<file path="config.mk">
export PLATFORM = sky130hd
export DESIGN_NAME = audio_play_position_tracker_flat
export DESIGN_NICKNAME = d
export VERILOG_FILES = /design/src/sv/aptrk_pkg.sv /design/src/sv/aptrk_item_if.sv /design/src/sv/aptrk_ram.sv /design/src/sv/aptrk_div.sv /design/src/sv/audio_play_position_tracker.sv /design/src/flat_wrapper.sv
export SDC_FILE = /design/constraint.sdc
export NUM_CORES = 2
export LEC_CHECK = 0
export CAP_MARGIN = 20
export CELL_PAD_IN_SITES_DETAIL_PLACEMENT = 1
export CELL_PAD_IN_SITES_GLOBAL_PLACEMENT = 1
export CORE_ASPECT_RATIO = 0.6
export CORE_MARGIN = 2
export CORE_UTILIZATION = 55
export CTS_BUF_LIST = sky130_fd_sc_hd__clkbuf_2 sky130_fd_sc_hd__clkbuf_4 sky130_fd_sc_hd__clkbuf_8
export DETAILED_ROUTE_END_ITERATION = 12
export DONT_BUFFER_PORTS = 1
export GPL_ROUTABILITY_DRIVEN = 0
export HOLD_SLACK_MARGIN = 0.02
export PLACE_DENSITY_LB_ADDON = 0.1
export SYNTH_ARGS = -nofsm -noshare
export SYNTH_HDL_FRONTEND = slang
export SYNTH_HIERARCHICAL = 1
export SYNTH_SLANG_ARGS = --single-unit
</file>
<file path="constraint.sdc">
create_clock -name clk -period 19.3 [get_ports clk]
set_input_delay 1.93 -clock clk [delete_from_list [all_inputs] [get_ports clk]]
set_output_delay 1.93 -clock clk [all_outputs]
set_load 0.01 [all_outputs]
</file>
<file path="src/sv/aptrk_pkg.sv">
// Package of the play position tracker: sizes, payload types, status codes
// and the ring index helper. No dependencies.
package aptrk_pkg;

	localparam int CHUNK_DEPTH = 8;
	localparam int IDX_W = (CHUNK_DEPTH > 1) ? $clog2(CHUNK_DEPTH) : 1;
	localparam int CNT_W = $clog2(CHUNK_DEPTH + 1);

	localparam int RATE_W = 20;
	localparam int FRM_W = 48;
	localparam int PROD_W = 52;
	localparam int DIVD_W = PROD_W + 16;
	localparam logic [RATE_W-1:0] USEC_PER_SEC = 20'd1000000;
	localparam logic [FRM_W-1:0] MAX48 = {FRM_W{1'b1}};

	localparam logic [1:0] ST_OK = 2'd0;
	localparam logic [1:0] ST_FULL = 2'd1;
	localparam logic [1:0] ST_BACKWARD = 2'd2;

	localparam logic MODE_APPEND = 1'b0;
	localparam logic MODE_QUERY = 1'b1;

	typedef struct packed {
		logic mode;
		logic [15:0] serviced_frames;
		logic [15:0] underrun_frames;
		logic [RATE_W-1:0] out_rate;
		logic [FRM_W-1:0] engine_frames;
	} item_t;

	typedef struct packed {
		logic [FRM_W-1:0] position_us;
		logic [1:0] status;
	} result_t;

	typedef struct packed {
		logic [31:0] serviced;
		logic [31:0] total;
		logic [RATE_W-1:0] rate;
	} chunk_t;

	// ring slot k places after head, wrapped at the queue depth
	function automatic logic [IDX_W-1:0] slot_add(input logic [IDX_W-1:0] head,
			input logic [CNT_W-1:0] k);
		logic [CNT_W:0] s;
		s = (CNT_W+1)'(head) + (CNT_W+1)'(k);
		if (s >= (CNT_W+1)'(CHUNK_DEPTH)) begin
			s = s - (CNT_W+1)'(CHUNK_DEPTH);
		end
		return s[IDX_W-1:0];
	endfunction

endpackage

</file>
<file path="src/sv/aptrk_item_if.sv">
// Handshake channel interfaces for input items and result items.
// Depends on aptrk_pkg for the payload types.
interface aptrk_item_if;
	logic valid;
	logic ready;
	aptrk_pkg::item_t data;
	modport source(output valid, output data, input ready);
	modport sink(input valid, input data, output ready);
endinterface

interface aptrk_result_if;
	logic valid;
	logic ready;
	aptrk_pkg::result_t data;
	modport source(output valid, output data, input ready);
	modport sink(input valid, input data, output ready);
endinterface

</file>
<file path="src/sv/aptrk_ram.sv">
// Chunk ring storage: one write port, one read port, registered read data.
// Depends on aptrk_pkg for the entry layout and depth.
module aptrk_ram (
	input logic clk,
	input logic we,
	input logic [aptrk_pkg::IDX_W-1:0] waddr,
	input aptrk_pkg::chunk_t wdata,
	input logic re,
	input logic [aptrk_pkg::IDX_W-1:0] raddr,
	output aptrk_pkg::chunk_t rdata
);
	aptrk_pkg::chunk_t mem [aptrk_pkg::CHUNK_DEPTH];

	// write the addressed entry
	always_ff @(posedge clk) begin
		if (we) begin
			mem[waddr] <= wdata;
		end
	end

	// registered read: data appears in the cycle after the read enable
	always_ff @(posedge clk) begin
		if (re) begin
			rdata <= mem[raddr];
		end
	end
endmodule

</file>
<file path="src/sv/aptrk_div.sv">
// Restoring divider, one quotient bit per cycle.
// Depends on aptrk_pkg for the dividend and divisor widths.
module aptrk_div (
	input logic clk,
	input logic arst_n,
	input logic start,
	input logic [aptrk_pkg::DIVD_W-1:0] dividend,
	input logic [aptrk_pkg::RATE_W-1:0] divisor,
	output logic done,
	output logic [aptrk_pkg::DIVD_W-1:0] quotient
);
	localparam int STEP_W = $clog2(aptrk_pkg::DIVD_W);

	logic busy_q;
	logic done_q;
	logic [STEP_W-1:0] step_q;
	logic [aptrk_pkg::RATE_W-1:0] rem_q;
	logic [aptrk_pkg::RATE_W-1:0] dsr_q;
	logic [aptrk_pkg::DIVD_W-1:0] quo_q;
	logic [aptrk_pkg::RATE_W:0] trial;
	logic fits;

	assign trial = {rem_q, quo_q[aptrk_pkg::DIVD_W-1]};
	assign fits = trial >= {1'b0, dsr_q};

	// sequence the bit steps
	always_ff @(posedge clk or negedge arst_n) begin
		if (!arst_n) begin
			busy_q <= 1'b0;
			done_q <= 1'b0;
			step_q <= '0;
		end else begin
			done_q <= 1'b0;
			if (start) begin
				busy_q <= 1'b1;
				step_q <= '0;
			end else if (busy_q) begin
				if (step_q == STEP_W'(aptrk_pkg::DIVD_W - 1)) begin
					busy_q <= 1'b0;
					done_q <= 1'b1;
				end
				step_q <= step_q + 1'b1;
			end
		end
	end

	// shift in one dividend bit, subtract when it fits
	always_ff @(posedge clk) begin
		if (start) begin
			rem_q <= '0;
			dsr_q <= divisor;
			quo_q <= dividend;
		end else if (busy_q) begin
			rem_q <= fits ? aptrk_pkg::RATE_W'(trial - {1'b0, dsr_q}) : trial[aptrk_pkg::RATE_W-1:0];
			quo_q <= {quo_q[aptrk_pkg::DIVD_W-2:0], fits};
		end
	end

	assign done = done_q;
	assign quotient = quo_q;
endmodule

</file>
<file path="src/sv/audio_play_position_tracker.sv">
// Play position tracker: appends callback records into a ring of up to eight
// output chunks and maps engine frame counts to microseconds. One item is
// processed at a time. A query passes each chunk that it retires, and the
// chunk that answers it, through the 68-step restoring divider. Results wait in
// an output register while the next item is taken.
module audio_play_position_tracker (
	input logic clk,
	input logic arst_n,
	aptrk_item_if.sink item,
	aptrk_result_if.source result
);
	typedef enum logic [6:0] {
		S_IDLE     = 7'b0000001,
		S_APP_CHK  = 7'b0000010,
		S_APP_PUSH = 7'b0000100,
		S_Q_CHK    = 7'b0001000,
		S_Q_MUL    = 7'b0010000,
		S_Q_DIV    = 7'b0100000,
		S_DONE     = 7'b1000000
	} state_t;

	localparam int IW = aptrk_pkg::IDX_W;
	localparam int CW = aptrk_pkg::CNT_W;

	state_t state_q;
	logic [IW-1:0] head_q;
	logic [CW-1:0] count_q;
	logic [47:0] base_off_q;
	logic [63:0] base_pos_q;
	aptrk_pkg::item_t item_q;
	logic [47:0] frames_q;
	logic [1:0] status_q;
	logic [47:0] pos_q;
	logic retire_q;
	logic [19:0] rate_q;
	logic [51:0] mult_s1;
	logic out_valid_q;
	aptrk_pkg::result_t out_q;

	logic accept;
	logic ram_we, ram_re;
	logic [IW-1:0] ram_waddr, ram_raddr;
	aptrk_pkg::chunk_t ram_wdata, ck;
	logic div_start, div_done;
	logic [aptrk_pkg::DIVD_W-1:0] div_dividend, div_quot;

	logic [48:0] end_sum;
	logic covers;
	logic [47:0] diff;
	logic [31:0] delta;
	logic [31:0] mul_a;
	logic [51:0] prod;
	logic merge;
	logic [68:0] pos_sum;
	logic [63:0] pos_next;
	logic [52:0] fin_sum;
	logic [IW-1:0] last_slot;

	aptrk_ram u_ram (
		.clk(clk), .we(ram_we), .waddr(ram_waddr), .wdata(ram_wdata),
		.re(ram_re), .raddr(ram_raddr), .rdata(ck)
	);

	aptrk_div u_div (
		.clk(clk), .arst_n(arst_n), .start(div_start), .dividend(div_dividend),
		.divisor(rate_q), .done(div_done), .quotient(div_quot)
	);

	assign item.ready = (state_q == S_IDLE);
	assign accept = item.valid && item.ready;
	assign result.valid = out_valid_q;
	assign result.data = out_q;

	// chunk window test and clipped delta
	assign end_sum = {1'b0, base_off_q} + 49'(ck.total);
	assign covers = {1'b0, frames_q} <= end_sum;
	assign diff = frames_q - base_off_q;
	assign delta = (diff > 48'(ck.serviced)) ? ck.serviced : diff[31:0];
	assign mul_a = covers ? delta : ck.serviced;
	assign prod = {20'd0, mul_a} * {32'd0, aptrk_pkg::USEC_PER_SEC};
	assign merge = (ck.rate == item_q.out_rate) &&
		((ck.serviced == ck.total) || (item_q.serviced_frames == 16'd0));
	assign last_slot = aptrk_pkg::slot_add(head_q, count_q - 1'b1);

	// rounded divide for retirement, truncated divide for the answer;
	// the retired 48.16 increment wraps at 64 bits before the saturating add
	assign div_start = (state_q == S_Q_MUL);
	assign div_dividend = {mult_s1, 16'd0} +
		aptrk_pkg::DIVD_W'(retire_q ? (rate_q >> 1) : 20'd0);
	assign pos_sum = 69'(base_pos_q) + ((rate_q == '0) ? 69'd0 : 69'(div_quot[63:0]));
	assign pos_next = (pos_sum[68:64] != '0) ? {64{1'b1}} : pos_sum[63:0];
	assign fin_sum = 53'(base_pos_q[63:16]) +
		((rate_q == '0) ? 53'd0 : 53'(div_quot[aptrk_pkg::DIVD_W-1:16]));

	// memory access per state
	always_comb begin
		ram_re = 1'b0;
		ram_raddr = head_q;
		ram_we = 1'b0;
		ram_waddr = last_slot;
		ram_wdata = ck;
		case (state_q)
			S_IDLE: begin
				ram_re = accept;
				ram_raddr = (item.data.mode == aptrk_pkg::MODE_APPEND) ?
					last_slot : head_q;
			end
			S_APP_CHK: begin
				ram_we = merge;
				ram_wdata.serviced = ck.serviced + 32'(item_q.serviced_frames);
				ram_wdata.total = ck.total + 32'(item_q.serviced_frames) +
					32'(item_q.underrun_frames);
			end
			S_APP_PUSH: begin
				ram_we = 1'b1;
				ram_waddr = aptrk_pkg::slot_add(head_q, count_q);
				ram_wdata.serviced = 32'(item_q.serviced_frames);
				ram_wdata.total = 32'(item_q.serviced_frames) +
					32'(item_q.underrun_frames);
				ram_wdata.rate = item_q.out_rate;
			end
			S_Q_DIV: begin
				ram_re = div_done && retire_q;
				ram_raddr = aptrk_pkg::slot_add(head_q, CW'(1));
			end
			default: begin
			end
		endcase
	end

	// control sequence and queue state
	always_ff @(posedge clk or negedge arst_n) begin
		if (!arst_n) begin
			state_q <= S_IDLE;
			head_q <= '0;
			count_q <= '0;
			base_off_q <= '0;
			base_pos_q <= '0;
			out_valid_q <= 1'b0;
		end else begin
			// load a new result from the done state, drop a taken one
			if (state_q == S_DONE && (!out_valid_q || result.ready)) begin
				out_valid_q <= 1'b1;
			end else if (result.ready) begin
				out_valid_q <= 1'b0;
			end
			case (state_q)
				S_IDLE: begin
					if (accept) begin
						if (item.data.mode == aptrk_pkg::MODE_APPEND) begin
							state_q <= (count_q != '0) ? S_APP_CHK : S_APP_PUSH;
						end else begin
							state_q <= (count_q != '0) ? S_Q_CHK : S_DONE;
						end
					end
				end
				S_APP_CHK: begin
					if (merge || count_q == CW'(aptrk_pkg::CHUNK_DEPTH)) begin
						state_q <= S_DONE;
					end else begin
						state_q <= S_APP_PUSH;
					end
				end
				S_APP_PUSH: begin
					count_q <= count_q + 1'b1;
					state_q <= S_DONE;
				end
				S_Q_CHK: begin
					if (!covers) begin
						base_off_q <= end_sum[48] ? aptrk_pkg::MAX48 : end_sum[47:0];
					end
					state_q <= S_Q_MUL;
				end
				S_Q_MUL: begin
					state_q <= S_Q_DIV;
				end
				S_Q_DIV: begin
					if (div_done) begin
						if (retire_q) begin
							base_pos_q <= pos_next;
							head_q <= aptrk_pkg::slot_add(head_q, CW'(1));
							count_q <= count_q - 1'b1;
							state_q <= (count_q == CW'(1)) ? S_DONE : S_Q_CHK;
						end else begin
							state_q <= S_DONE;
						end
					end
				end
				S_DONE: begin
					if (!out_valid_q || result.ready) begin
						state_q <= S_IDLE;
					end
				end
				default: begin
					state_q <= S_IDLE;
				end
			endcase
		end
	end

	// item fields, working values and the result register
	always_ff @(posedge clk) begin
		case (state_q)
			S_IDLE: begin
				if (accept) begin
					item_q <= item.data;
					if (item.data.engine_frames < base_off_q) begin
						frames_q <= base_off_q;
					end else begin
						frames_q <= item.data.engine_frames;
					end
					if (item.data.mode == aptrk_pkg::MODE_QUERY &&
							item.data.engine_frames < base_off_q) begin
						status_q <= aptrk_pkg::ST_BACKWARD;
					end else begin
						status_q <= aptrk_pkg::ST_OK;
					end
					if (item.data.mode == aptrk_pkg::MODE_APPEND) begin
						pos_q <= '0;
					end else begin
						pos_q <= base_pos_q[63:16];
					end
				end
			end
			S_APP_CHK: begin
				if (!merge && count_q == CW'(aptrk_pkg::CHUNK_DEPTH)) begin
					status_q <= aptrk_pkg::ST_FULL;
				end
			end
			S_Q_CHK: begin
				retire_q <= !covers;
				rate_q <= ck.rate;
				mult_s1 <= prod;
			end
			S_Q_DIV: begin
				if (div_done) begin
					if (retire_q) begin
						pos_q <= pos_next[63:16];
					end else begin
						pos_q <= (fin_sum[52:48] != '0) ? aptrk_pkg::MAX48 : fin_sum[47:0];
					end
				end
			end
			S_DONE: begin
				if (!out_valid_q || result.ready) begin
					out_q.position_us <= pos_q;
					out_q.status <= status_q;
				end
			end
			default: begin
			end
		endcase
	end
endmodule

</file>
<file path="src/flat_wrapper.sv">
// flat-port wrapper written by rule: the top's interface ports become plain ports
module audio_play_position_tracker_flat 
  (clk, arst_n, item_valid, item_data, item_ready, result_valid, result_data, result_ready);
  aptrk_item_if item_i ();
  aptrk_result_if result_i ();
  input logic clk;
  input logic arst_n;
  input wire logic [$bits(item_i.valid)-1:0] item_valid;
  input wire logic [$bits(item_i.data)-1:0] item_data;
  output wire logic [$bits(item_i.ready)-1:0] item_ready;
  output wire logic [$bits(result_i.valid)-1:0] result_valid;
  output wire logic [$bits(result_i.data)-1:0] result_data;
  input wire logic [$bits(result_i.ready)-1:0] result_ready;
  assign item_i.valid = item_valid;
  assign item_i.data = item_data;
  assign item_ready = item_i.ready;
  assign result_valid = result_i.valid;
  assign result_data = result_i.data;
  assign result_i.ready = result_ready;
  audio_play_position_tracker u_core (.clk(clk), .arst_n(arst_n), .item(item_i), .result(result_i));
endmodule
</file>
Word level (Yosys, flattened, before mapping)
Memory sizes are Yosys's and may differ from the RTL's. A register that Yosys moved wholly into a read port is not among the register bits.
Index checks and enable logic that the tools add are counted.
{"block": "op_classes", "add_sub_neg": 19, "mul": 1, "div": 0, "magnitude_cmp": 7, "n_eq_ne": 17, "shift": 0, "mux": 56, "n_bitwise": 1, "n_reduce_logical": 30}
{"op": "48-bit 2-to-1 mux", "n": 7}
{"op": "68-bit 2-to-1 mux", "n": 2}
{"op": "64-bit 2-to-1 mux", "n": 2}
{"op": "64-bit case mux with 2 select lines", "n": 1}
{"op": "32-bit by 16-bit adder with 32-bit output", "n": 3}
{"op": "48-bit case mux with 2 select lines", "n": 1}
{"op": "7-bit 2-to-1 mux", "n": 10}
{"op": "64-bit by 69-bit adder with 69-bit output", "n": 1}
{"op": "68-bit adder", "n": 1}
{"op": "32-bit 2-to-1 mux", "n": 2}
{"op": "48-bit by 53-bit adder with 53-bit output", "n": 1}
{"op": "52-bit 2-to-1 mux", "n": 1}
{"op": "48-bit by 32-bit adder with 49-bit output", "n": 1}
{"op": "48-bit by 49-bit less-or-equal comparator with 1-bit output", "n": 1}
{"op": "7-bit case mux with 7 select lines", "n": 1}
{"op": "48-bit by 32-bit > comparator with 1-bit output", "n": 1}
{"op": "48-bit < comparator", "n": 1}
{"op": "48-bit subtractor", "n": 1}
{"op": "32-bit by 14-bit multiplier with 46-bit output (second input constant)", "n": 1}
{"op": "20-bit 2-to-1 mux", "n": 2}
{"op": "32-bit == test", "n": 1}
{"op": "21-bit by 20-bit greater-or-equal comparator with 1-bit output", "n": 1}
{"op": "20-bit == test", "n": 1}
{"op": "20-bit zero test", "n": 1}
{"op": "other kinds (40)", "n": 86}
{"block": "word_totals", "reg_bits": 511, "latchBits": 0, "ramBits": 672, "romBits": 0, "in_bits": 105, "word_cells": 155, "mem_count": 1}
{"name": "u_core.u_ram.mem", "words": 8, "width": 84, "read_ports": 1, "rd_clocked_by_memory_dff": 1, "write_ports": 1, "line_no": "aptrk_ram.sv:12", "source": "aptrk_pkg::chunk_t mem [aptrk_pkg::CHUNK_DEPTH];"}

Logic depth before layout (Yosys ltp)
{"block": "logic_depth", "ltp_word": 8, "depth_mapped": 52, "mapped_depth_nobuf": 49}

Cells and area by module
The synthesis kept the hierarchy.
{"mod": "audio_play_position_tracker", "n_inst": 1, "cells_per_inst": 4440, "area_each_um2": 40159.8}
{"mod": "aptrk_ram", "n_inst": 1, "cells_per_inst": 1068, "area_each_um2": 27785.4}
{"mod": "aptrk_div", "n_inst": 1, "cells_per_inst": 454, "area_each_um2": 5850.6}

Worst setup path before layout
No wires, ideal clock.
{"block": "synth_path", "path_kind": "register to register", "startpoint": "register, netlist name u_core/u_ram/rdata[21]", "endpoint": "register u_core.mult_s1[46], data pin", "setup_ns": 0.263, "arrival_ns": 11.814, "setup_slack_ns": 7.224, "stages_incl_launch_ff": 45, "path_buffers": 3, "cell_sequence": "edfxtp_1 -> ha_1 -> a21o_1 -> a21oi_1 -> o21ai_0 -> a31oi_1 -> o31ai_1 -> a311oi_1 -> o41ai_1 -> o41a_1 -> a31oi_1 -> nor2_1 -> xnor2_1 -> ha_1 -> nand4_1 -> nor4_1 -> and3_1 -> a31o_2 -> [... 9 more ...] -> fa_1 -> ha_1 -> xor2_1 -> ha_1 -> ha_1 -> xor2_1 -> ha_1 -> a21o_1 -> a21o_1 -> a221o_1 -> a221oi_1 -> nor2_1 -> a31o_2 -> a22o_1 -> or4b_1 -> a31o_2 -> a311oi_1 -> xnor2_1"}
{"block": "synth_between", "elab_chain_cells": 4}
{"item": "48-bit by 32-bit adder with 49-bit output", "line_no": "audio_play_position_tracker.sv:75", "source": "assign end_sum = {1'b0, base_off_q} + 49'(ck.total);"}
{"item": "48-bit by 49-bit less-or-equal comparator with 1-bit output", "line_no": "audio_play_position_tracker.sv:76", "source": "assign covers = {1'b0, frames_q} <= end_sum;"}
{"item": "32-bit 2-to-1 mux", "line_no": "audio_play_position_tracker.sv:79", "source": "assign mul_a = covers ? delta : ck.serviced;"}
{"item": "net u_core.mul_a[1]", "line_no": "audio_play_position_tracker.sv:51", "source": "logic [31:0] mul_a;"}
{"item": "32-bit by 14-bit multiplier with 46-bit output", "line_no": "audio_play_position_tracker.sv:80", "source": "assign prod = {20'd0, mul_a} * {32'd0, aptrk_pkg::USEC_PER_SEC};"}
{"item": "net u_core.prod[46]", "line_no": "audio_play_position_tracker.sv:52", "source": "logic [51:0] prod;"}
{"item": "end signal, assigned", "line_no": "audio_play_position_tracker.sv:233", "source": "mult_s1 <= prod;"}
{"item": "end, declared", "line_no": "audio_play_position_tracker.sv:36", "source": "logic [51:0] mult_s1;"}
The timed path passes the listed nets, and every way through them passes these cells.
A chain may end at the register's enable or synchronous reset.

Final worst setup path
{"block": "layout_path", "startpoint": "register u_core.base_off_q[1]", "endpoint": "register u_core.mult_s1[46], data pin"}
{"block": "layout_between", "elab_chain_cells": 5, "word_cells_on_any_way": 7, "classes_between": "2 x add/sub; 1 x mul; 2 x order compare; 2 x mux"}
{"item": "start, declared", "line_no": "audio_play_position_tracker.sv:28", "source": "logic [47:0] base_off_q;"}
{"item": "start signal, assigned", "line_no": "audio_play_position_tracker.sv:170", "source": "base_off_q <= end_sum[48] ? aptrk_pkg::MAX48 : end_sum[47:0];"}
{"item": "48-bit subtractor", "line_no": "audio_play_position_tracker.sv:77", "source": "assign diff = frames_q - base_off_q;"}
{"item": "48-bit by 32-bit > comparator with 1-bit output", "line_no": "audio_play_position_tracker.sv:78", "source": "assign delta = (diff > 48'(ck.serviced)) ? ck.serviced : diff[31:0];"}
{"item": "32-bit 2-to-1 mux", "line_no": "audio_play_position_tracker.sv:78"}
{"item": "32-bit 2-to-1 mux (*)", "line_no": "audio_play_position_tracker.sv:79"}
{"item": "net u_core.mul_a[1]", "line_no": "audio_play_position_tracker.sv:51"}
{"item": "32-bit by 14-bit multiplier with 46-bit output (*)", "line_no": "audio_play_position_tracker.sv:80"}
{"item": "net u_core.prod[46]", "line_no": "audio_play_position_tracker.sv:52"}
The timed path passes the listed nets; every way through them passes the cells marked *.

==> results.md <==
- Status: finished, final reports clean
- Met3 WL: 25.5 mm
- Unrepaired setup endpoints after global routing: false
- Setup Viol. Count Final: 0
- Crit path buf inv count: 1
- Register bit total from synthesis: ~1300
- Port bufs: 0
- DRC: 0
- Post-synth top flop: edfxtp_1
- CP peak stage delay: 0.71 ns
- Core Rows: 104
- CTS buffer count: 185
- Wirelength per Cell: 29.0 um
- Via-per-instance ratio: ~6.5
- Worst Hold Class: reg -> reg
- Largest area contributor in the netlist: edfxtp_1
- Crit Path Class: reg -> reg
- Slowest-stage cell, CP: a31oi_1
- Setup TNS: 0 ns
- Most frequent CP cell: ha_1
- Worst-Margin Slew: 1.25 ns
- Vias post-DR: 51600
- WP data arrival: 15.21 ns
- Synth-to-Final Area Change: 8.16%
- Largest net degree at the start of global routing: 137
- Slew HR: 0.159
- Post-synthesis cell type count: 97
- Hold WS: 0.418 ns
- Die area: 137000 um2
- Vias in the first global route: 52700
- Initial DRC count: 6231
- Largest fanout on the critical path: 51
- Met2 routed WL: 96.3 mm
- Grt ovf: 0
- Worst path required time: 19.97 ns
- CP Capture Type: register
- DR pass1 iterations: 5
- Setup WS post-layout: 4.76 ns
- Share of the synthesized area in the top cell type: 0.452
- H-tree depth: 4
- Fmax: ~69 MHz
- Initial antenna violation count: 25
- Worst skew pair latency: just under 1 ns
- Uppermost layer routed: met5
- Mapped cell area: 73800 um2
- Post-synthesis sequential area ratio: 0.504
- Layout cells sized above 1: 0.143
- Maxcap violations: 0
- Clock Sinks: 1267
- Pre-CTS setup slack: 4.93 ns
- Yosys Warn Count: 6
- All-Layer GR Usage: 0.337
- Initial Util: 0.552
- Final hold violation count: 0
- Hold buffers post-CTS: 0
- Part of the cycle the worst path needs: 0.753
- Drt total wl: 231 mm
- Clock Pin Slew Worst Setup and Hold Paths: 0.06 ns
- Fin nets: 6750
- Final Skew: 0.0619 ns
- Final Critical Period: 14.54 ns
- Pins Over Slew Limit: 0
- Max clock buf depth: 3
- DIE HEIGHT: 288 um
- CTS Root Cell: clkbuf_8
- Largest cells by area after synthesis: edfxtp_1 (45%), ha_1 (8.6%), mux4_2 (5.1%)
- Mapped Cells: 5962
- DRT met1 WL: 104 mm
- DP HPWL: around 170 mm
- Delay-heaviest family, CP: compound AO/OA/AOI/OAI gates
- CTS tree: built
- Die W: between 400 and 500 um
- Async SR Flop Fraction: 0.107
- # Post-CTS Setup Buffers: 0
- Post-synth EDFFs: 1111
- Core Box Area: 134000 um2
- Ports: roughly 160
- Syn Area/Cell: around 12 um2
- Antenna Nets Post-Route: 0
- CTS resizes: 0
- First-pass GRT wire length: 345 mm
- Startpoint types: register
==> layer usage <==
metal	GRT usage	vias up
li1	-	22400
met1	0.520	26400
met2	0.477	2461
met3	0.0806	331
met4	0.0786	10
met5	0	-
==> metrics by stage <==
stage	cell area [um2]	std cells	util
after floorplan	73800	5964	-
after global placement	75700	7601	0.567
after detailed placement	75700	7602	0.567
after CTS	79700	7947	0.596
after global routing	79800	7961	0.597
final	79800	7969	0.597
==> cell families (layout without fill, tap and decap cells) <==
kind of cell | count (synthesis) | after routing | share of synthesized area
mux | 466 | 466 | 0.0965
compound gates | 1299 | 1299 | 0.113
flops | 1267 | 1267 | 0.504
fa+ha+maj | 651 | 651 | 0.125
buf+inv | 638 | 828 | 0.0351
xor+xnor | 379 | 379 | 0.0450
other cells | 1 | 16 | 0.0000508
simple gates | 1261 | 1261 | 0.0821
==> registers in the layout, indices dropped and copies added (netlist names), 46 cells and up <==
signal	flops
u_core/u_ram/mem	672
u_core/pos_q	48
u_core/result.data	50
u_core/mult_s1	46
u_core/frames_q	48
u_core/base_off_q	48
u_core/u_div/quotient	68
u_core/u_ram/rdata	84
u_core/base_pos_q	64
u_core/item_q	52
==> placed cells by master, fill, tap and decap left out, types with 78 or more instances in the layout <==
master	synthesis	layout
fa_1	144	144
a21o_1	166	166
xnor2_1	213	212
nand4_1	97	97
nor2b_1	109	108
nand2_1	421	419
a21oi_1	347	346
inv_1	387	384
edfxtp_1	1111	1111
clkbuf_8	0	199
ha_1	505	505
nor2_1	281	273
mux2_2	218	218
buf_4	2	78
mux4_2	168	168
nand3_1	80	80
xor2_1	166	166
dfrtp_1	135	135
o21ai_0	301	301
==> Yosys cell counts, types with 144 or more instances <==
master,n
fa_1,144
a21oi_1,347
mux2_2,218
mux4_2,168
edfxtp_1,1111
nor2_1,281
nand2_1,421
xnor2_1,213
xor2_1,166
a21o_1,166
clkbuf_1,187
ha_1,505
inv_1,387
o21ai_0,301
==> path summary, 6_finish.rpt <==
| kind | cells past startpoint | start | slack [ns] | endpoint |
|---|---|---|---|---|
| hold / removal | 0 | u_core/pos_q[40] | 0.42 | u_core/result.data[42] |
| hold reg to reg | 0 | u_core/pos_q[40] | 0.42 | u_core/result.data[42] |
| max in group asynchronous | 0 | arst_n | 18.22 | u_core/base_pos_q[19] |
| min in group asynchronous | 0 | arst_n | 0.71 | u_core/base_off_q[34] |
| setup reg to reg | 43 | u_core/base_off_q[1] | 4.76 | u_core/mult_s1[46] |
| setup / recovery | 43 | u_core/base_off_q[1] | 4.76 | u_core/mult_s1[46] |
==> area by class of cell <==
| type | instances | area [um2] |
|---|---|---|
| antenna | 13 | 32.5 |
| clock buffer | 258 | 3180 |
| clock inverter | 87 | 766 |
| fill | 13400 | 53800 |
| inverter | 395 | 1490 |
| multi-input combinational | 4059 | 34200 |
| sequential | 1267 | 37200 |
| tap | 1802 | 2250 |
| timing repair buffer | 88 | 709 |
Power is not shown: default switching activity piles up to over one toggle a cycle in this logic, so the estimate is an artifact.
